`config.mk`:
```
export PLATFORM = sky130hd
export DESIGN_NAME = apgf_csr
export DESIGN_NICKNAME = d
export VERILOG_FILES = /design/src/rtl/apgf_pkg.sv /design/src/rtl/apgf_csr.sv
export SDC_FILE = /design/constraint.sdc
export NUM_CORES = 1
export LEC_CHECK = 0
export BUFFER_PORTS_ARGS = -buffer_cell sky130_fd_sc_hd__buf_2
export CAP_MARGIN = 20
export CORE_MARGIN = 2
export CORE_UTILIZATION = 40
export DETAILED_ROUTE_END_ITERATION = 6
export PLACE_DENSITY = 0.89
export SLEW_MARGIN = 20
export SYNTH_ARGS = -nofsm -noshare
export SYNTH_HDL_FRONTEND = slang
export SYNTH_SLANG_ARGS = --single-unit
```
`constraint.sdc`:
```
create_clock -name clock -period 1.2 [get_ports clock]
set_input_delay 0.12 -clock clock [delete_from_list [all_inputs] [get_ports clock]]
set_output_delay 0.12 -clock clock [all_outputs]
set_load 0.05 [all_outputs]
```
`src/rtl/apgf_pkg.sv`:
```
`default_nettype none
package apgf_pkg;

   // item command codes
   typedef enum logic [2:0] {
      CMD_START  = 3'd0,
      CMD_STOP   = 3'd1,
      CMD_HEADER = 3'd2,
      CMD_SAMPLE = 3'd3,
      CMD_READ   = 3'd4
   } cmd_type;

   // register index, taken from the word address
   typedef enum logic [0:0] {
      REG_MAX_GAP    = 1'b0,
      REG_FILL_VALUE = 1'b1
   } reg_idx_type;

   // sequencer states
   typedef enum logic [1:0] {
      ST_IDLE,
      ST_MUL,
      ST_CALC,
      ST_FILL
   } state_type;

   typedef struct packed {
      logic [15:0] max_gap;
      logic [7:0]  fill_value;
   } cfg_type;

   localparam int          SEQ_W            = 16;
   localparam int          CSR_ADDR_W       = 3;
   localparam logic [15:0] MAX_GAP_RESET    = 16'd50;
   localparam logic [7:0]  FILL_VALUE_RESET = 8'h80;

endpackage
`default_nettype wire

```
`src/rtl/apgf_csr.sv`:
```
`default_nettype none
module apgf_csr
   import apgf_pkg::*;
(
   input  wire logic                  clock,
   input  wire logic                  reset,
   input  wire logic                  psel,
   input  wire logic                  penable,
   input  wire logic                  pwrite,
   input  wire logic [CSR_ADDR_W-1:0] paddr,
   input  wire logic [31:0]           pwdata,
   output logic      [31:0]           prdata,
   output logic                       pready,
   output cfg_type                    cfg
);

   logic [15:0] max_gap_ff, max_gap_in;
   logic [7:0]  fill_value_ff, fill_value_in;
   logic        wr_hit;
   reg_idx_type reg_idx;

   assign pready  = 1'b1;
   assign reg_idx = reg_idx_type'(paddr[CSR_ADDR_W-1]);
   assign wr_hit  = psel && penable && pwrite && pready;

   always_comb begin
      max_gap_in    = max_gap_ff;
      fill_value_in = fill_value_ff;
      if (wr_hit) begin
         unique case (reg_idx)
            REG_MAX_GAP:    max_gap_in    = pwdata[15:0];
            REG_FILL_VALUE: fill_value_in = pwdata[7:0];
         endcase
      end
   end

   always_comb begin
      unique case (reg_idx)
         REG_MAX_GAP:    prdata = {16'd0, max_gap_ff};
         REG_FILL_VALUE: prdata = {24'd0, fill_value_ff};
      endcase
   end

   always_ff @(posedge clock) begin
      if (reset) begin
         max_gap_ff    <= MAX_GAP_RESET;
         fill_value_ff <= FILL_VALUE_RESET;
      end else begin
         max_gap_ff    <= max_gap_in;
         fill_value_ff <= fill_value_in;
      end
   end

   assign cfg.max_gap    = max_gap_ff;
   assign cfg.fill_value = fill_value_ff;

endmodule
`default_nettype wire

```
==> flow_metrics.env, run 1 <==
export IMPL_status="finished, violations left"
export IMPL_violations="setup timing"
export IMPL_coreArea_sq_um=3284
export IMPL_worst_slew_pin_slew_ns=0.5573
export IMPL_avgViaCountPerCell=4.418
export IMPL_netlist_instances=139
export IMPL_period_minus_slack_ns=1.211
export IMPL_endpoint_kind="primary output"
export IMPL_r2r_setup_slack_ns=0.46
export IMPL_min_period_over_period_pct=100.9
export IMPL_grt_pass1_vias=1025
export IMPL_crit_chain="mux2_4, buf_8"
export IMPL_multi_input_area_sq_um=810.8
export IMPL_synthAdderAreaFrac_pct=0
export IMPL_worstHoldPathType="in2reg"
export IMPL_placed_cell_area_sq_um=1688
export IMPL_setup_tns_ns=-0.03419
export IMPL_first_pass_iters=5
export IMPL_grt_overflow=0
export IMPL_num_vias=1131
export IMPL_post_route_util_pct=60.50
export IMPL_cts_buffer_depth=2
export IMPL_grt_max_degree=45
export IMPL_p_leak_nw=0.9321
export IMPL_yosys_warnings=0
export IMPL_setup_ws_ns=-0.01071
export IMPL_start_util_pct=40.88
export IMPL_grt_pass1_wl_microns=4547
export IMPL_max_freq_mhz=826.0
export IMPL_worstSetupPathType="reg2out"
export IMPL_crit_arrival_ns=1.09
export IMPL_synth_compound_area_share_pct=0
export IMPL_instances_no_fill=256
export IMPL_synth_cell_types=15
export IMPL_gr_usage_all_layers_pct=15.94
export IMPL_synthMuxAreaShare_pct=24.60
export IMPL_n_antenna_cell=0
export IMPL_cts_root_buf="clkbuf_4"
export IMPL_hpwlAfterDp_microns=1907
export IMPL_die_h_microns=61.94
export IMPL_crit_slowest_cell="dfxtp_2"
export IMPL_cts_hold_buf=0
export IMPL_stdcell_area_sq_um=1987
export IMPL_synth_xor_area_share_pct=0
export IMPL_antenna_found_initial=0
export IMPL_ff_latch_area_sq_um=503.0
export IMPL_synth_seq_cells=24
export IMPL_synth_top_family_by_area="simple AND/OR/NAND/NOR gates"
export IMPL_cts_buffers=3
export IMPL_htreeDepth=1
export IMPL_nNetsFinal=251
export IMPL_drc_errors=0
export IMPL_rsz0062_at_grt="yes"
export IMPL_syn_area_sq_um=1343
export IMPL_drt_iter0_drc=34
export IMPL_ir_drop_v=0.0005219
export IMPL_rows=21
export IMPL_die_w_microns=61.94
export IMPL_ant_nets=0
export IMPL_hold_viol=0
export IMPL_setup_violations=6
export IMPL_wl_per_cell_microns=11.95
export IMPL_slew_violations=0
export IMPL_critPathMaxStageDelay_ns=0.36
export IMPL_tritoncts="built"
export IMPL_drive_gt1_share_pct=55.24
export IMPL_clock_sinks=24
export IMPL_yosysSeqAreaShare_pct=35.79
export IMPL_crit_start="fill_value_ff[0]$_SDFFE_PP0P_"
export IMPL_die_area_sq_um=3836
export IMPL_r2r_end="max_gap_ff[1]$_SDFFE_PP1P_"
export IMPL_worstPathRequired_ns=1.08
export IMPL_skew_ns=0
export IMPL_syn_to_final_growth_pct=48.00
export IMPL_rr_worst_depth=3
export IMPL_top_level_ports=97
export IMPL_slew_headroom_pct=62.85
export IMPL_postRouteWirelength_microns=3058
export IMPL_cp_start_kind="flop"
export IMPL_endpoint="prdata[0]"
export IMPL_avgSynthCellArea_sq_um=9.659
export IMPL_max_cap_viol_count=0
export IMPL_clkSlewWorstSetupHoldPaths_ns=0.14
export IMPL_port_buffers=61
export IMPL_total_power_w=0.001768
export IMPL_fillerInstances=293
export IMPL_clkLatencyLatePin_ns=0.31
export IMPL_reg2reg_from="max_gap_ff[1]$_SDFFE_PP1P_"
export IMPL_gp_congestion=0.6692
export IMPL_post_place_cells=238
export IMPL_critPathMaxFanout=3
export IMPL_power_density_nw_per_um2=890.0
export IMPL_synthSimpleGateAreaFrac_pct=24.60
-- cells by family after synthesis --
kind of cell,Yosys count
AND/OR/NAND/NOR,55
other,2
buffers and inverters,26
multiplexers,32
flip-flops,24
-- where the power goes --
group	switching (W)	total, W	internal, W
Clock	0.000243	0.000428	0.000185
Sequential	0.0000111	0.000828	0.000816
Combinational	0.000341	0.000512	0.000172
-- layout make-up --
class | instances | share of cell area (%)
well taps | 46 | 2.897
flip-flops and latches | 24 | 25.31
multi-input cells | 104 | 40.81
repair buffers | 78 | 29.16
clock buffers | 4 | 1.826
-- registers in the layout, indices dropped and copies added (netlist names) --
name,cells
fill_value_ff,8
max_gap_ff,16
-- per-layer routing --
layer  vias up  part of all wire [%]  global-route usage (%)
met2        45                    54                   30.08
met4         0                  0.43                   4.559
li1        562                     -                       -
met3         2                   4.3                   2.692
met1       522                    41                   18.28
met5         -                     0                       0
-- through the flow --
stage / worst slack, ns / hold WS (ns)
after global placement: 0.06777 / 0.3853
after floorplan: -0.007302 / 0.2753
after global routing: -0.05952 / 0.03753
final: -0.01071 / 0.05266
after CTS: -0.02288 / 0.03726
after detailed placement: 0.06332 / 0.3904
-- worst min-delay path by stage --
stage	from	to	cells after the start
final	pwdata[4]	fill_value_ff[4]$_SDFFE_PP0P_	3
after global routing	pwdata[12]	max_gap_ff[12]$_SDFFE_PP0P_	3
after CTS	pwdata[4]	fill_value_ff[4]$_SDFFE_PP0P_	3
after detailed placement	pwdata[12]	max_gap_ff[12]$_SDFFE_PP0P_	3
after global placement	pwdata[11]	max_gap_ff[11]$_SDFFE_PP0P_	3
after floorplan	pwdata[1]	fill_value_ff[1]$_SDFFE_PP0P_	2
-- critical path: cells and delay by family, from the launching register on --
family | cells | cell delay [ns]
buf+inv | 1 | 0.15
flops | 1 | 0.36
mux | 1 | 0.27
-- what timing repair did --
action                     4_1_cts  5_1_grt
gates cloned                     0        0
resized for setup               51       12
setup buffers                   14        0
setup endpoints to repair       13       16
-- layout by cell type, fill, tap and decap left out --
cell type,netlist,routed
buf_4,17,20
buf_8,0,7
nor2_1,8,8
mux2i_1,24,24
dfxtp_2,0,18
buf_12,1,3
buf_6,2,3
and4b_1,1,1
clkbuf_4,0,5
clkbuf_8,0,1
conb_1,2,17
nand2b_1,36,36
nand4_1,1,1
and4_1,1,1
nor2b_4,0,8
dfxtp_1,24,6
mux2_2,8,1
mux2_4,0,7
buf_2,1,43
-- Yosys cell counts --
cell type / n / area, sq um
dfxtp_1: 24 / 480.5
and4_1: 1 / 8.760
and4b_1: 1 / 10.01
nor2_1: 8 / 30.03
buf_12: 1 / 20.02
clkbuf_1: 5 / 18.77
buf_4: 17 / 127.6
mux2i_1: 24 / 240.2
mux2_2: 8 / 90.09
conb_1: 2 / 7.510
buf_2: 1 / 5.000
nand2b_1: 36 / 225.2
nand4_1: 1 / 6.260
buf_6: 2 / 22.52
nor2b_1: 8 / 50.05
Power figures use the tool's default switching activity.
==> run 2: changes to the inputs <==
==> constraint.sdc (replaced) <==
create_clock -name clock -period 1.2 [get_ports clock]
set_input_delay 0.18 -clock clock [delete_from_list [all_inputs] [get_ports clock]]
set_output_delay 0.18 -clock clock [all_outputs]
set_load 0.05 [all_outputs]
==> run 2 against run 1 <==
Against the previous run:
- the run still ends with setup timing left
- combinational power shrank 1%
- clock-buffer cell count shrank 1
- first-iteration DRC count grew 82%
- sequential power is essentially flat
- wire length shrank 1.1%
- setup slack lost 0.055 ns
- design area shrank 0.76%
- global-route usage grew 0.085 points
- sequential share of layout area grew 0.57 points
- die area is the same
- critical path type unchanged
- critical endpoint is now prdata[1]
- largest power group unchanged
==> flow_metrics.env, run 2 (synthesized netlist as in run 1, its figures left out) <==
export IMPL_antenna_found_initial=0
export IMPL_wl_per_cell_microns=12.00
export IMPL_multi_input_area_sq_um=807.0
export IMPL_max_cap_viol_count=0
export IMPL_min_period_over_period_pct=105.5
export IMPL_die_w_microns=61.94
export IMPL_syn_to_final_growth_pct=46.88
export IMPL_grt_pass1_vias=1002
export IMPL_top_level_ports=97
export IMPL_setup_ws_ns=-0.06551
export IMPL_gr_usage_all_layers_pct=16.03
export IMPL_postRouteWirelength_microns=3025
export IMPL_status="finished, violations left"
export IMPL_p_int_w=0.001103
export IMPL_cts_buffers=3
export IMPL_largest_register_ffs=16
export IMPL_hpwlAfterDp_microns=1947
export IMPL_swShare_pct=34.59
export IMPL_worstSetupPathType="reg2out"
export IMPL_r2r_setup_slack_ns=0.46
export IMPL_htreeDepth=1
export IMPL_grt_pass1_wl_microns=4409
export IMPL_drc_errors=0
export IMPL_max_freq_mhz=790.2
export IMPL_final_common_cell="buf_2"
export IMPL_ant_nets=0
export IMPL_clock_sinks=24
export IMPL_final_cell_mix="buf_2, nand2b_1, mux2i_1, dfxtp_2, buf_4"
export IMPL_top_regs="max_gap_ff: 16 flops, fill_value_ff: 8 flops"
export IMPL_endpoint_kind="primary output"
export IMPL_pwr_share_comb_pct=30.1
export IMPL_rsz0062_at_grt="yes"
export IMPL_post_route_util_pct=60.04
export IMPL_die_h_microns=61.94
export IMPL_p_sw_w=0.0005831
export IMPL_worstHoldStart="pwdata[9]"
export IMPL_port_buffers=61
export IMPL_period_minus_slack_ns=1.266
export IMPL_clkLatencyLatePin_ns=0.31
export IMPL_cts_hold_buf=0
export IMPL_grt_overflow=0
export IMPL_post_place_cells=241
export IMPL_crit_arrival_ns=1.09
export IMPL_n_antenna_cell=0
export IMPL_min_path_cells=3
export IMPL_reg2reg_from="max_gap_ff[4]$_SDFFE_PP1P_"
export IMPL_tritoncts="built"
export IMPL_drt_iter0_drc=62
export IMPL_first_pass_iters=4
export IMPL_die_area_sq_um=3836
export IMPL_cts_buffer_depth=2
export IMPL_rr_worst_depth=3
export IMPL_drive_gt1_share_pct=57.28
export IMPL_worstPathRequired_ns=1.02
export IMPL_grt_max_degree=45
export IMPL_avgViaCountPerCell=4.365
export IMPL_skew_ns=0
export IMPL_fillerInstances=283
export IMPL_num_vias=1100
export IMPL_slew_violations=0
export IMPL_p_leak_nw=0.9103
export IMPL_worst_slew_pin_slew_ns=0.5594
export IMPL_clkSlewWorstSetupHoldPaths_ns=0.13
export IMPL_ff_latch_area_sq_um=510.5
export IMPL_clkPwrFrac_pct=20.8
export IMPL_ir_drop_v=0.0005095
export IMPL_critPathMaxFanout=3
export IMPL_start_util_pct=40.88
export IMPL_nNetsFinal=248
export IMPL_instances_no_fill=252
export IMPL_gp_congestion=0.5977
export IMPL_worstHoldPathType="in2reg"
export IMPL_cp_start_kind="flop"
export IMPL_setup_violations=8
export IMPL_top_register="max_gap_ff"
export IMPL_seq_power_share_pct=49.1
export IMPL_whs_endpoint="max_gap_ff[9]$_SDFFE_PP0P_"
export IMPL_coreArea_sq_um=3284
export IMPL_violations="setup timing"
export IMPL_power_density_nw_per_um2=854.9
export IMPL_rows=21
export IMPL_cts_root_buf="clkbuf_4"
export IMPL_hold_viol=0
export IMPL_r2r_end="max_gap_ff[4]$_SDFFE_PP1P_"
export IMPL_slew_headroom_pct=62.70
run 2: cell count changes in the layout (fill, tap and decap cells not counted), sizes merged:
cell and delta:
buf -2, clkbuf -2
run 2: final cells by class:
type	count	area share, %
Tap cell	46	2.919
Clock buffer	3	1.142
Timing Repair Buffer	75	29.12
Sequential cell	24	25.89
Multi-Input combinational cell	104	40.93
run 2: routing by layer:
layer	wire (microns)	part of all wire (%)	track usage, %	up-vias
met5	0	0	0	-
met2	1640	54	30.98	46
met1	1202	40	16.77	503
li1	-	-	-	549
met3	167	5.5	3.106	2
met4	14	0.46	6.383	0
run 2: worst max path at each step:
stage | startpoint | to | cells past startpoint
floorplan | max_gap_ff[10]$_SDFFE_PP0P_ | prdata[10] | 1
global placement | paddr[2] | prdata[2] | 4
detailed placement | paddr[2] | prdata[0] | 4
CTS | max_gap_ff[3]$_SDFFE_PP0P_ | prdata[3] | 2
global route | max_gap_ff[0]$_SDFFE_PP0P_ | prdata[0] | 2
finish | max_gap_ff[1]$_SDFFE_PP1P_ | prdata[1] | 2
run 2: what timing repair did:
item / 4_1_cts / 5_1_grt
gates resized for setup: 35 / 19
setup buffers: 8 / 0
setup endpoints to repair: 16 / 22
run 2: worst max-delay path, cell delays in order (launching register included):
cell     delay, ns
dfxtp_2       0.35
mux2_4        0.28
buf_8         0.15
run 2: per-stage QoR:
stage | power (W) | cell area, sq um | hold WS (ns) | setup WS (ns) | TNS [ns]
after CTS | 0.001700 | 1924 | 0.09642 | -0.07129 | -0.5263
after global routing | 0.001780 | 1972 | 0.08515 | -0.1228 | -0.8999
after floorplan | 0.001253 | 1498 | 0.3278 | -0.02888 | -0.02888
after detailed placement | 0.001303 | 1734 | 0.4468 | -0.03015 | -0.1123
final | 0.001686 | 1972 | 0.1042 | -0.06551 | -0.4472
after global placement | 0.001299 | 1734 | 0.4371 | -0.02233 | -0.08595
run 2: power groups by stage:
stage               registers [W]  logic [W]  clock network [W]
floorplan                0.000908   0.000344                  0
global placement         0.000847   0.000452                  0
detailed placement       0.000847   0.000456                  0
CTS                      0.000828   0.000502           0.000371
global route             0.000832   0.000537           0.000411
finish                   0.000829   0.000507           0.000350
