==> src/rtl/apgf_pkg.sv <==
`default_nettype none
package apgf_pkg;

   // item command codes
   typedef enum logic [2:0] {
      CMD_START  = 3'd0,
      CMD_STOP   = 3'd1,
      CMD_HEADER = 3'd2,
      CMD_SAMPLE = 3'd3,
      CMD_READ   = 3'd4
   } cmd_type;

   // register index, taken from the word address
   typedef enum logic [0:0] {
      REG_MAX_GAP    = 1'b0,
      REG_FILL_VALUE = 1'b1
   } reg_idx_type;

   // sequencer states
   typedef enum logic [1:0] {
      ST_IDLE,
      ST_MUL,
      ST_CALC,
      ST_FILL
   } state_type;

   typedef struct packed {
      logic [15:0] max_gap;
      logic [7:0]  fill_value;
   } cfg_type;

   localparam int          SEQ_W            = 16;
   localparam int          CSR_ADDR_W       = 3;
   localparam logic [15:0] MAX_GAP_RESET    = 16'd50;
   localparam logic [7:0]  FILL_VALUE_RESET = 8'h80;

endpackage
`default_nettype wire

==> src/rtl/apgf_ctrl.sv <==
`default_nettype none
module apgf_ctrl
   import apgf_pkg::*;
#(
   parameter int RING_DEPTH     = 16384,
   parameter int PACKET_SAMPLES = 64
) (
   input  wire logic                          clock,
   input  wire logic                          reset,
   input  wire logic                          start,
   output logic                               busy,
   input  wire logic [2:0]                    req_command,
   input  wire logic [SEQ_W-1:0]              req_seq,
   input  wire logic [7:0]                    req_sample_count,
   input  wire logic [7:0]                    req_sample,
   input  wire cfg_type                       cfg,
   output logic                               mem_wr_en,
   output logic      [$clog2(RING_DEPTH)-1:0] mem_wr_addr,
   output logic      [7:0]                    mem_wr_data,
   output logic                               mem_rd_en,
   output logic      [$clog2(RING_DEPTH)-1:0] mem_rd_addr,
   input  wire logic [7:0]                    mem_rd_data,
   output logic                               rsp_strobe,
   output logic      [7:0]                    rsp_read_data,
   output logic                               rsp_read_valid,
   output logic                               rsp_is_recording,
   output logic      [14:0]                   rsp_fill_level,
   output logic      [31:0]                   rsp_packet_count,
   output logic      [31:0]                   rsp_drop_count,
   output logic      [31:0]                   rsp_overflow_count
);

   localparam int IDX_W = $clog2(RING_DEPTH);
   localparam int LVL_W = $clog2(RING_DEPTH + 1);
   localparam int PS_W  = $clog2(PACKET_SAMPLES + 1);
   localparam int TOT_W = SEQ_W + PS_W;
   localparam int CMP_W = (TOT_W > LVL_W) ? TOT_W : LVL_W;
   localparam logic [7:0]       PKT_LIMIT = 8'(PACKET_SAMPLES);
   localparam logic [LVL_W-1:0] LVL_FULL  = LVL_W'(RING_DEPTH);
   localparam logic [IDX_W-1:0] IDX_LAST  = IDX_W'(RING_DEPTH - 1);

   state_type state_ff, state_in;

   logic [IDX_W-1:0] wr_idx_ff, wr_idx_in;
   logic [IDX_W-1:0] rd_idx_ff, rd_idx_in;
   logic [LVL_W-1:0] level_ff, level_in;
   logic             rec_ff, rec_in;
   logic             have_seq_ff, have_seq_in;
   logic [SEQ_W-1:0] prev_seq_ff, prev_seq_in;
   logic [7:0]       remain_ff, remain_in;
   logic             aborted_ff, aborted_in;
   logic [31:0]      packets_ff, packets_in;
   logic [31:0]      drops_ff, drops_in;
   logic [31:0]      overflows_ff, overflows_in;
   logic             strobe_ff, strobe_in;
   logic             rd_hit_ff, rd_hit_in;

   // payload registers of the fill sequence
   logic [SEQ_W-1:0] gap_ff, gap_in;
   logic [TOT_W-1:0] total_ff, total_in;
   logic [LVL_W-1:0] fill_left_ff, fill_left_in;

   logic             accept;
   cmd_type          cmd;
   logic [SEQ_W-1:0] gap;
   logic             gap_hit;
   logic [7:0]       count_clamped;
   logic [LVL_W-1:0] room;
   logic             fill_over;

   function automatic logic [IDX_W-1:0] idx_next(input logic [IDX_W-1:0] idx);
      idx_next = (idx == IDX_LAST) ? '0 : idx + 1'b1;
   endfunction

   assign busy          = (state_ff != ST_IDLE);
   assign accept        = start && !busy;
   assign cmd           = cmd_type'(req_command);
   assign gap           = req_seq - prev_seq_ff - 1'b1;
   assign gap_hit       = rec_ff && have_seq_ff && (gap != '0) && (gap <= cfg.max_gap);
   assign count_clamped = (req_sample_count > PKT_LIMIT) ? PKT_LIMIT : req_sample_count;
   assign room          = LVL_FULL - level_ff;
   assign fill_over     = CMP_W'(total_ff) > CMP_W'(room);

   // next state
   always_comb begin
      state_in = state_ff;
      unique case (state_ff)
         ST_IDLE: begin
            if (accept && cmd == CMD_HEADER && gap_hit) begin
               state_in = ST_MUL;
            end
         end
         ST_MUL: state_in = ST_CALC;
         ST_CALC: begin
            if (fill_over ? (room == '0) : (total_ff == '0)) begin
               state_in = ST_IDLE;
            end else begin
               state_in = ST_FILL;
            end
         end
         ST_FILL: begin
            if (fill_left_ff == LVL_W'(1)) begin
               state_in = ST_IDLE;
            end
         end
         default: state_in = ST_IDLE;
      endcase
   end

   // datapath and memory control
   always_comb begin
      wr_idx_in    = wr_idx_ff;
      rd_idx_in    = rd_idx_ff;
      level_in     = level_ff;
      rec_in       = rec_ff;
      have_seq_in  = have_seq_ff;
      prev_seq_in  = prev_seq_ff;
      remain_in    = remain_ff;
      aborted_in   = aborted_ff;
      packets_in   = packets_ff;
      drops_in     = drops_ff;
      overflows_in = overflows_ff;
      strobe_in    = 1'b0;
      rd_hit_in    = rd_hit_ff;
      gap_in       = gap_ff;
      total_in     = total_ff;
      fill_left_in = fill_left_ff;
      mem_wr_en    = 1'b0;
      mem_wr_addr  = wr_idx_ff;
      mem_wr_data  = req_sample;
      mem_rd_en    = 1'b0;
      mem_rd_addr  = rd_idx_ff;

      unique case (state_ff)
         ST_IDLE: begin
            if (accept) begin
               rd_hit_in = 1'b0;
               strobe_in = 1'b1;
               unique case (cmd)
                  CMD_START: begin
                     if (!rec_ff) begin
                        wr_idx_in    = '0;
                        rd_idx_in    = '0;
                        level_in     = '0;
                        packets_in   = '0;
                        drops_in     = '0;
                        overflows_in = '0;
                        have_seq_in  = 1'b0;
                        remain_in    = '0;
                        aborted_in   = 1'b0;
                        rec_in       = 1'b1;
                     end
                  end
                  CMD_STOP: begin
                     if (rec_ff) begin
                        rec_in     = 1'b0;
                        remain_in  = '0;
                        aborted_in = 1'b0;
                     end
                  end
                  CMD_HEADER: begin
                     if (rec_ff) begin
                        if (gap_hit) begin
                           drops_in  = drops_ff + 32'(gap);
                           gap_in    = gap;
                           strobe_in = 1'b0;
                        end
                        prev_seq_in = req_seq;
                        have_seq_in = 1'b1;
                        remain_in   = count_clamped;
                        aborted_in  = 1'b0;
                        packets_in  = packets_ff + 32'd1;
                     end
                  end
                  CMD_SAMPLE: begin
                     if (rec_ff && remain_ff != '0) begin
                        remain_in = remain_ff - 1'b1;
                        if (!aborted_ff) begin
                           if (level_ff == LVL_FULL) begin
                              overflows_in = overflows_ff + 32'd1;
                              aborted_in   = 1'b1;
                           end else begin
                              mem_wr_en = 1'b1;
                              wr_idx_in = idx_next(wr_idx_ff);
                              level_in  = level_ff + 1'b1;
                           end
                        end
                     end
                  end
                  CMD_READ: begin
                     if (level_ff != '0) begin
                        mem_rd_en = 1'b1;
                        rd_idx_in = idx_next(rd_idx_ff);
                        level_in  = level_ff - 1'b1;
                        rd_hit_in = 1'b1;
                     end
                  end
                  default: ;
               endcase
            end
         end
         ST_MUL: begin
            total_in = TOT_W'(gap_ff) * TOT_W'(PACKET_SAMPLES);
         end
         ST_CALC: begin
            if (fill_over) begin
               overflows_in = overflows_ff + 32'd1;
               fill_left_in = room;
            end else begin
               fill_left_in = LVL_W'(total_ff);
            end
            if (fill_over ? (room == '0) : (total_ff == '0)) begin
               strobe_in = 1'b1;
            end
         end
         ST_FILL: begin
            mem_wr_en    = 1'b1;
            mem_wr_data  = cfg.fill_value;
            wr_idx_in    = idx_next(wr_idx_ff);
            level_in     = level_ff + 1'b1;
            fill_left_in = fill_left_ff - 1'b1;
            if (fill_left_ff == LVL_W'(1)) begin
               strobe_in = 1'b1;
            end
         end
         default: ;
      endcase
   end

   always_ff @(posedge clock) begin
      if (reset) begin
         state_ff     <= ST_IDLE;
         wr_idx_ff    <= '0;
         rd_idx_ff    <= '0;
         level_ff     <= '0;
         rec_ff       <= 1'b0;
         have_seq_ff  <= 1'b0;
         prev_seq_ff  <= '0;
         remain_ff    <= '0;
         aborted_ff   <= 1'b0;
         packets_ff   <= '0;
         drops_ff     <= '0;
         overflows_ff <= '0;
         strobe_ff    <= 1'b0;
         rd_hit_ff    <= 1'b0;
      end else begin
         state_ff     <= state_in;
         wr_idx_ff    <= wr_idx_in;
         rd_idx_ff    <= rd_idx_in;
         level_ff     <= level_in;
         rec_ff       <= rec_in;
         have_seq_ff  <= have_seq_in;
         prev_seq_ff  <= prev_seq_in;
         remain_ff    <= remain_in;
         aborted_ff   <= aborted_in;
         packets_ff   <= packets_in;
         drops_ff     <= drops_in;
         overflows_ff <= overflows_in;
         strobe_ff    <= strobe_in;
         rd_hit_ff    <= rd_hit_in;
      end
   end

   always_ff @(posedge clock) begin
      gap_ff       <= gap_in;
      total_ff     <= total_in;
      fill_left_ff <= fill_left_in;
   end

   assign rsp_strobe         = strobe_ff;
   assign rsp_read_valid     = rd_hit_ff;
   assign rsp_read_data      = rd_hit_ff ? mem_rd_data : 8'd0;
   assign rsp_is_recording   = rec_ff;
   assign rsp_fill_level     = 15'(level_ff);
   assign rsp_packet_count   = packets_ff;
   assign rsp_drop_count     = drops_ff;
   assign rsp_overflow_count = overflows_ff;

endmodule
`default_nettype wire

==> config.mk <==
export PLATFORM = sky130hd
export DESIGN_NAME = apgf_ctrl
export DESIGN_NICKNAME = d
export VERILOG_FILES = /design/src/rtl/apgf_pkg.sv /design/src/rtl/apgf_ctrl.sv
export SDC_FILE = /design/constraint.sdc
export NUM_CORES = 1
export LEC_CHECK = 0
export ABC_AREA = 1
export BUFFER_PORTS_ARGS = -buffer_cell sky130_fd_sc_hd__buf_2
export CAP_MARGIN = 10
export CORE_MARGIN = 5
export CORE_UTILIZATION = 53
export CTS_BUF_LIST = sky130_fd_sc_hd__clkbuf_2 sky130_fd_sc_hd__clkbuf_4 sky130_fd_sc_hd__clkbuf_8
export DETAILED_ROUTE_END_ITERATION = 8
export GPL_ROUTABILITY_DRIVEN = 0
export PLACE_DENSITY_LB_ADDON = 0.1
export REMOVE_ABC_BUFFERS = 1
export SLEW_MARGIN = 20
export SYNTH_ARGS = -nofsm -noshare
export SYNTH_HDL_FRONTEND = slang
export SYNTH_SLANG_ARGS = --single-unit
==> constraint.sdc <==
create_clock -name clock -period 4.15 [get_ports clock]
set_input_delay 0.415 -clock clock [delete_from_list [all_inputs] [get_ports clock]]
set_output_delay 0.415 -clock clock [all_outputs]
set_load 0.01 [all_outputs]
==> results of run 1 <==
## sequential cells by signal (all words and copies together) (netlist names)
signal	cells
have_seq_ff	1
fill_left_ff	15
gap_ff	16
remain_ff	8
rsp_read_valid	1
prev_seq_ff	16
rsp_packet_count	32
rsp_strobe	1
rsp_drop_count	32
rsp_is_recording	1
aborted_ff	1
mem_wr_addr	14
rsp_fill_level	15
state_ff	2
mem_rd_addr	14
rsp_overflow_count	32
total_ff	16
## worst paths after layout
kind,start,endpoint,cells past startpoint
worst max-delay path,rsp_fill_level[0]$_SDFFE_PP0P_,rsp_overflow_count[23]$_SDFFE_PP0P_,24
worst min-delay path,req_seq[15],prev_seq_ff[15]$_SDFFE_PP0P_,3
worst min register to register,gap_ff[11]$_DFFE_PP_,total_ff[17]$_DFFE_PN_,0
worst max register to register,rsp_fill_level[0]$_SDFFE_PP0P_,rsp_overflow_count[23]$_SDFFE_PP0P_,24
## kinds of logic (layout without fill, tap and decap cells)
kind of cell,after synthesis,count (layout),share of synthesized area [%]
xor gates and xnor gates,38,38,2.42
DFF,217,217,35.1
buffers and inverters,340,615,9.74
other,0,1,0
AOI/OAI and AO/OA,353,353,14.3
and+or+nand+nor,976,976,31.7
adders and majority gates,72,72,6.67
## power groups by stage
stage	combinational (mW)	sequential, mW	clock (mW)
finish	0.748	2.21	2.14
global route	0.847	2.21	2.29
floorplan	0.491	2.25	0
CTS	0.741	2.21	2.19
global placement	0.722	2.25	0
detailed placement	0.737	2.25	0
## layout make-up
cell class | instances | area [sq um]
tap | 335 | 419
fill | 2483 | 9680
multi-input combinational | 1439 | 7590
clock inverter | 13 | 91.3
sequential | 217 | 4810
clock buffer | 59 | 749
antenna | 1 | 2.50
inverter | 293 | 1100
timing repair buffer | 250 | 1310
## layer usage
| layer | share of wire, % | vias to the layer above | wire length, microns |
|---|---|---|---|
| li1 | - | 7093 | - |
| met3 | 6.8 | 64 | 2580 |
| met1 | 44 | 6426 | 16800 |
| met5 | 0 | - | 0 |
| met2 | 47 | 455 | 17800 |
| met4 | 2.3 | 0 | 857 |
## through the flow
step | utilization, % | area (sq um) | power, mW | hold WS (ns) | cells
finish | 62.4 | 16100 | 5.09 | 0.148 | 2607
global route | 62.4 | 16100 | 5.35 | 0.123 | 2607
CTS | 62.3 | 16100 | 5.14 | 0.120 | 2606
detailed placement | 59.1 | 15200 | 2.99 | 0.405 | 2534
global placement | 59.1 | 15200 | 2.97 | 0.402 | 2534
floorplan | - | 13500 | 2.74 | 0.400 | 1949
## cells in the final DEF, fill, tap and decap left out, types with 4 or more instances in the layout
cell type	Yosys	final
clkinv_2	1	7
clkinv_1	1	5
buf_2	9	230
a221oi_1	9	9
a21oi_1	161	161
o21ai_0	111	111
or2_2	21	21
clkbuf_8	0	49
clkbuf_4	0	10
edfxtp_1	47	47
nor2_1	215	215
o22ai_1	12	12
a22oi_1	4	4
o21ai_1	6	6
o21bai_1	5	5
nor3_1	59	59
nor3b_1	6	6
nand2_2	9	8
dfxtp_1	170	170
nor4_1	18	18
buf_4	3	19
inv_2	15	15
o21a_1	6	6
xor2_1	24	24
nand4_1	31	31
nor3_2	6	6
nand3b_1	10	10
a31oi_1	5	5
nor2_2	10	10
nand3_1	114	114
inv_1	276	276
xnor2_1	14	14
nand3_2	6	6
a211oi_1	14	14
nand2_1	453	453
ha_1	70	69
## worst max-delay path: stages (launching register included)
cell and delay (ns):
dfxtp_1 0.35, inv_1 0.16, ha_1 0.23, nand3_1 0.14
nor2_2 0.18, nand2_2 0.08, inv_2 0.07, nand3_1 0.08
xor2_1 0.24, inv_1 0.11, ha_1 0.30, nand2_1 0.06
nor2_1 0.04, a211oi_1 0.19, o21ai_0 0.14, nand2_1 0.08
nand2_1 0.04, nand2_1 0.12, nand2_1 0.09, nand2_2 0.26
inv_1 0.13, nand4_1 0.16, nor2_1 0.08, o21ai_0 0.15
a21oi_1 0.06
==> impl_metrics.sql, run 1 <==
INSERT INTO impl_metrics (metric_group, metric, value, unit) VALUES
('detailed_routing', 'vias_per_cell', '5.38', ''),
('status', 'outcome', 'complete, no violations', ''),
('floorplan', 'floorplan.core_area', '25800', 'sq um'),
('global_routing', 'antenna_violations_before_repair', '1', ''),
('clock_tree', 'tritoncts.num_buffers', '40', ''),
('sta', 'slew_worst_pin', '1.02', 'ns'),
('global_routing', 'gr-total-overflow', '0', ''),
('logic_synthesis', 'synth_top_cells_by_area', 'dfxtp_1, nand2_1, edfxtp_1', ''),
('sta', 'period_share', '88.5', '%'),
('sta', 'timing.max_slew.rel_slack', '31.7', '%'),
('logic_synthesis', 'synth.cell_area', '13700', 'sq um'),
('sta', 'timing.final.setup_violations', '0', ''),
('global_routing', 'global_route.usage.met1', '33.0', '%'),
('detailed_routing', 'wl', '38100', 'microns'),
('power_and_ir_drop', 'pwr_density_cell', '317', 'nW/um^2'),
('sta', 'finalHoldViolCount', '0', ''),
('power_and_ir_drop', 'leakage', '7.16', 'nW'),
('detailed_routing', 'vias', '14000', ''),
('power_and_ir_drop', 'vdd_drop_max', '0.210', 'mV'),
('detailed_routing', 'routed_wire_length_per_instance', '14.6', 'microns'),
('critical_path', 'cp.arrival', '4.07', 'ns'),
('sta', 'report.final.slew_viol_count', '0', ''),
('floorplan', 'design.die.area', '29200', 'sq um'),
('logic_synthesis', 'synth_ff_type', 'dfxtp_1', ''),
('sta', 'setup_total_negative_slack', '0', 'ns'),
('clock_tree', 'cts_tree', 'built', ''),
('clock_tree', 'worstSkewPairLatency', '0.55', 'ns'),
('floorplan', 'floorplan.rows', '59', ''),
('critical_path', 'worstSetupEndpointType', 'flop', ''),
('place', 'detailedPlace.worstSlack', '0.275', 'ns'),
('clock_tree', 'count_of_hold_buffers_inserted_by_post_cts_repair', '0', ''),
('power_and_ir_drop', 'share_seq_of_total_power', '43.4', '%'),
('sta', 'timing.final.crit_period', '3.67', 'ns'),
('clock_tree', 'cts_h_tree_depth', '2', ''),
('critical_path', 'crit_fanout', '12', ''),
('critical_path', 'critPathLaunchType', 'flop', ''),
('detailed_routing', 'drt-initial-drc-count', '972', ''),
('critical_path', 'timing.critical_path.required', '4.55', 'ns'),
('clock_tree', 'cts_sinks', '217', ''),
('detailed_routing', 'ant_nets', '0', ''),
('hold_path', 'timing.hold.worst.class', 'in2reg', ''),
('logic_synthesis', 'synthCells', '1996', ''),
('place', 'dp.final_hpwl', '29100', 'microns'),
('logic_synthesis', 'synthDominantAreaCellType', 'dfxtp_1', ''),
('floorplan', 'die_x', '171', 'microns'),
('logic_synthesis', 'synth.yosys.seq_area_share', '35.1', '%'),
('logic_synthesis', 'synth.most_common_cell', 'nand2_1', ''),
('logic_synthesis', 'netlist.area_leader.share', '24.8', '%'),
('clock_tree', 'cts_resized', '0', ''),
('floorplan', 'ios', '231', ''),
('clock_tree', 'root_buffer', 'clkbuf_8', ''),
('logic_synthesis', 'yosys_warn_count', '0', ''),
('clock_tree', 'ctsLongestPathBuffers', '3', ''),
('finish', 'post_route_cells_drive_above_1_share', '17.7', '%'),
('critical_path', 'timing.reg2reg.setup_slack', '0.48', 'ns'),
('finish', 'num-nets-final', '2383', ''),
('logic_synthesis', 'synthTopCellsByCount', 'nand2_1, inv_1, nor2_1', ''),
('global_routing', 'gr-usage-met3', '4.25', '%'),
('global_routing', 'grt_use_met2', '43.2', '%'),
('floorplan', 'floorplan.initialDensity', '53.3', '%'),
('power_and_ir_drop', 'total_switching_power', '1.41', 'mW'),
('global_routing', 'grt-busiest-layer', 'met2', ''),
('global_routing', 'groute.usage.overall', '25.3', '%'),
('detailed_routing', 'drc_errors', '0', ''),
('detailed_routing', 'dr.pass1.iters', '5', ''),
('flow_run', 'timing.max_cap.violations', '0', ''),
('logic_synthesis', 'synth_edf_count', '47', ''),
('power_and_ir_drop', 'internal_power', '3.68', 'mW'),
('logic_synthesis', 'synth_area_per_cell', '6.88', 'sq um'),
('clock_tree', 'cts.clk_slew.worst_paths', '0.06', 'ns'),
('place', 'buffer_ports.inserted', '230', '');
Power figures use the tool's default switching activity.
==> run 2: changes to the inputs <==
--- a/config.mk
+++ b/config.mk
@@ -14,6 +14,7 @@
 export DETAILED_ROUTE_END_ITERATION = 8
 export GPL_ROUTABILITY_DRIVEN = 0
 export PLACE_DENSITY_LB_ADDON = 0.1
+export RECOVER_POWER = 50
 export REMOVE_ABC_BUFFERS = 1
 export SLEW_MARGIN = 20
 export SYNTH_ARGS = -nofsm -noshare
==> run 2 against run 1 <==
- critical path depth is the same
- register-to-register slack lost 0.03 ns
- final area down 1.3%
- sequential share of layout area grew 0.40 points
- via count down 0.51%
- core utilization shrank 0.82 points
- global-route usage stayed put
- clock power about the same
- cell count unchanged
- first-iteration DRC count down 3.4%
- wire length is the same
- critical endpoint unchanged
- highest routed layer unchanged
==> impl_metrics.sql, run 2 (synthesized netlist as in run 1, its figures left out) <==
INSERT INTO impl_metrics (metric_group, metric, value, unit) VALUES
('status', 'outcome', 'complete, no violations', ''),
('finish', 'post_route_cells_drive_above_1_share', '10.8', '%'),
('clock_tree', 'root_buffer', 'clkbuf_8', ''),
('detailed_routing', 'drc_errors', '0', ''),
('critical_path', 'cp.buffers_inverters', '4', ''),
('clock_tree', 'worstSkewPairLatency', '0.54', 'ns'),
('floorplan', 'ios', '231', ''),
('sta', 'finalHoldViolCount', '0', ''),
('detailed_routing', 'dr.pass1.iters', '5', ''),
('sta', 'grt_setup_unrepaired', 'false', ''),
('clock_tree', 'tritoncts.num_buffers', '40', ''),
('power_and_ir_drop', 'leakage', '6.48', 'nW'),
('sta', 'setup_total_negative_slack', '0', 'ns'),
('detailed_routing', 'ant_nets', '0', ''),
('sta', 'fmax', '270', 'MHz'),
('critical_path', 'worst-r2r-cell-count', '24', ''),
('sta', 'report.final.slew_viol_count', '0', ''),
('critical_path', 'timing.critical_path.slowest_cell_delay', '0.35', 'ns'),
('power_and_ir_drop', 'pwr_density_cell', '320', 'nW/um^2'),
('sta', 'slew_worst_pin', '0.985', 'ns'),
('place', 'detailedPlace.worstSlack', '0.275', 'ns'),
('place', 'dp.final_hpwl', '29100', 'microns'),
('global_routing', 'groute.usage.overall', '25.3', '%'),
('hold_path', 'hold_path_depth', '3', ''),
('global_routing', 'grt_max_degree', '49', ''),
('place', 'buffer_ports.inserted', '230', ''),
('clock_tree', 'cts.clk_slew.worst_paths', '0.06', 'ns'),
('critical_path', 'timing.critical_path.required', '4.55', 'ns'),
('critical_path', 'critPathKind', 'reg2reg', ''),
('finish', 'area.growth.synth_to_final', '15.6', '%'),
('sta', 'fin_ws', '0.451', 'ns'),
('clock_tree', 'count_of_hold_buffers_inserted_by_post_cts_repair', '0', ''),
('critical_path', 'worstSetupEndpointType', 'flop', ''),
('floorplan', 'floorplan.rows', '59', ''),
('sta', 'timing.max_slew.rel_slack', '34.1', '%'),
('global_routing', 'gr-total-overflow', '0', ''),
('critical_path', 'crit_slowest_cell', 'dfxtp_1', ''),
('global_routing', 'antenna_violations_before_repair', '1', ''),
('hold_path', 'timing.hold.worst.class', 'in2reg', ''),
('global_routing', 'global_route_wire_length_before_repair', '62100', 'microns'),
('global_routing', 'grt_pass1_vias', '13100', ''),
('clock_tree', 'ctsLongestPathBuffers', '3', ''),
('critical_path', 'path_delay_family', 'simple AND/OR/NAND/NOR gates', ''),
('clock_tree', 'cts_sinks', '217', ''),
('clock_tree', 'cts_h_tree_depth', '2', ''),
('critical_path', 'cp.arrival', '4.10', 'ns'),
('sta', 'timing.final.setup_violations', '0', ''),
('floorplan', 'die_x', '171', 'microns'),
('detailed_routing', 'drt-initial-drc-count', '939', ''),
('flow_run', 'timing.max_cap.violations', '0', ''),
('critical_path', 'crit_path_frequent_cell', 'nand2_1', ''),
('sta', 'clock_skew', '0.0327', 'ns'),
('floorplan', 'floorplan.core_area', '25800', 'sq um'),
('floorplan', 'design.die.area', '29200', 'sq um'),
('detailed_routing', 'vias', '14000', ''),
('sta', 'timing.final.crit_period', '3.70', 'ns'),
('detailed_routing', 'vias_per_cell', '5.36', ''),
('sta', 'period_share', '89.1', '%'),
('floorplan', 'dieHeight', '171', 'microns'),
('detailed_routing', 'routed_wire_length_per_instance', '14.6', 'microns'),
('finish', 'layout.cells.most_common_list', 'nand2_1, inv_1, nor2_1', ''),
('finish', 'num-nets-final', '2383', ''),
('critical_path', 'crit_fanout', '12', ''),
('floorplan', 'floorplan.initialDensity', '53.3', '%'),
('power_and_ir_drop', 'vdd_drop_max', '0.210', 'mV'),
('finish', 'commonest_non_fill_non_tap_cell_in_the_layout', 'nand2_1', ''),
('critical_path', 'worstSetupPathDepth', '24', ''),
('detailed_routing', 'wl', '38100', 'microns'),
('critical_path', 'critical_path.cell_chain', 'inv_1 -> ha_1 -> nand3_1 -> nor2_1 -> nand2_2 -> inv_2 -> nand3_1 -> xor2_1 -> inv_1 -> ha_1 -> nand2_1 -> nor2_1 -> a211oi_1 -> o21ai_0 -> nand2_1 -> nand2_1 -> nand2_1 -> nand2_1 -> nand2_2 -> inv_1 -> nand4_1 -> nor2_1 -> o21ai_0 -> a21oi_1', ''),
('clock_tree', 'cts_tree', 'built', ''),
('critical_path', 'critPathLaunchType', 'flop', '');
run 2: area by class of cell:
class	count	area, sq um
multi-input combinational	1439	7570
tap	335	419
timing repair buffer	250	1120
clock inverter	13	91.3
fill	2577	9890
inverter	293	1100
clock buffer	59	749
antenna	1	2.50
sequential	217	4810
run 2: worst paths after layout:
| check | from | to | slack, ns |
|---|---|---|---|
| min | req_seq[15] | prev_seq_ff[15]$_SDFFE_PP0P_ | 0.15 |
| max reg2reg | rsp_fill_level[0]$_SDFFE_PP0P_ | rsp_overflow_count[23]$_SDFFE_PP0P_ | 0.45 |
| min reg2reg | gap_ff[11]$_DFFE_PP_ | total_ff[17]$_DFFE_PN_ | 0.42 |
| max | rsp_fill_level[0]$_SDFFE_PP0P_ | rsp_overflow_count[23]$_SDFFE_PP0P_ | 0.45 |
run 2: power by group:
| group | switching, mW | internal [mW] |
|---|---|---|
| Clock | 0.908 | 1.22 |
| Combinational | 0.470 | 0.269 |
| Sequential | 0.0240 | 2.18 |
| Total | 1.40 | 3.68 |
run 2: worst min-delay path: cells and delay by family:
kind	cells	cell delay, ns
buffers and inverters	1	0.10
and+or+nand+nor	2	0.14
run 2: repair_timing:
action	in CTS	in global routing
buffers inserted	0	0
hold endpoints to repair	0	0
resized for setup	0	3
endpoints found under the setup margin	0	5
run 2: routing by layer:
| metal | vias up | GRT usage, % | wire length, microns |
|---|---|---|---|
| met1 | 6362 | 33.0 | 16800 |
| met5 | - | 0 | 0 |
| li1 | 7092 | - | - |
| met4 | 0 | 7.61 | 875 |
| met2 | 449 | 43.2 | 17800 |
| met3 | 64 | 4.25 | 2530 |
run 2: per-stage QoR:
stage	util, %	power, mW	hold WS [ns]	area, sq um	std cells
final	61.6	5.08	0.147	15900	2607
after CTS	62.3	5.14	0.120	16100	2606
after detailed placement	59.1	2.99	0.405	15200	2534
after global placement	59.1	2.97	0.402	15200	2534
after floorplan	-	2.74	0.400	13500	1949
after global routing	61.6	5.34	0.123	15900	2607
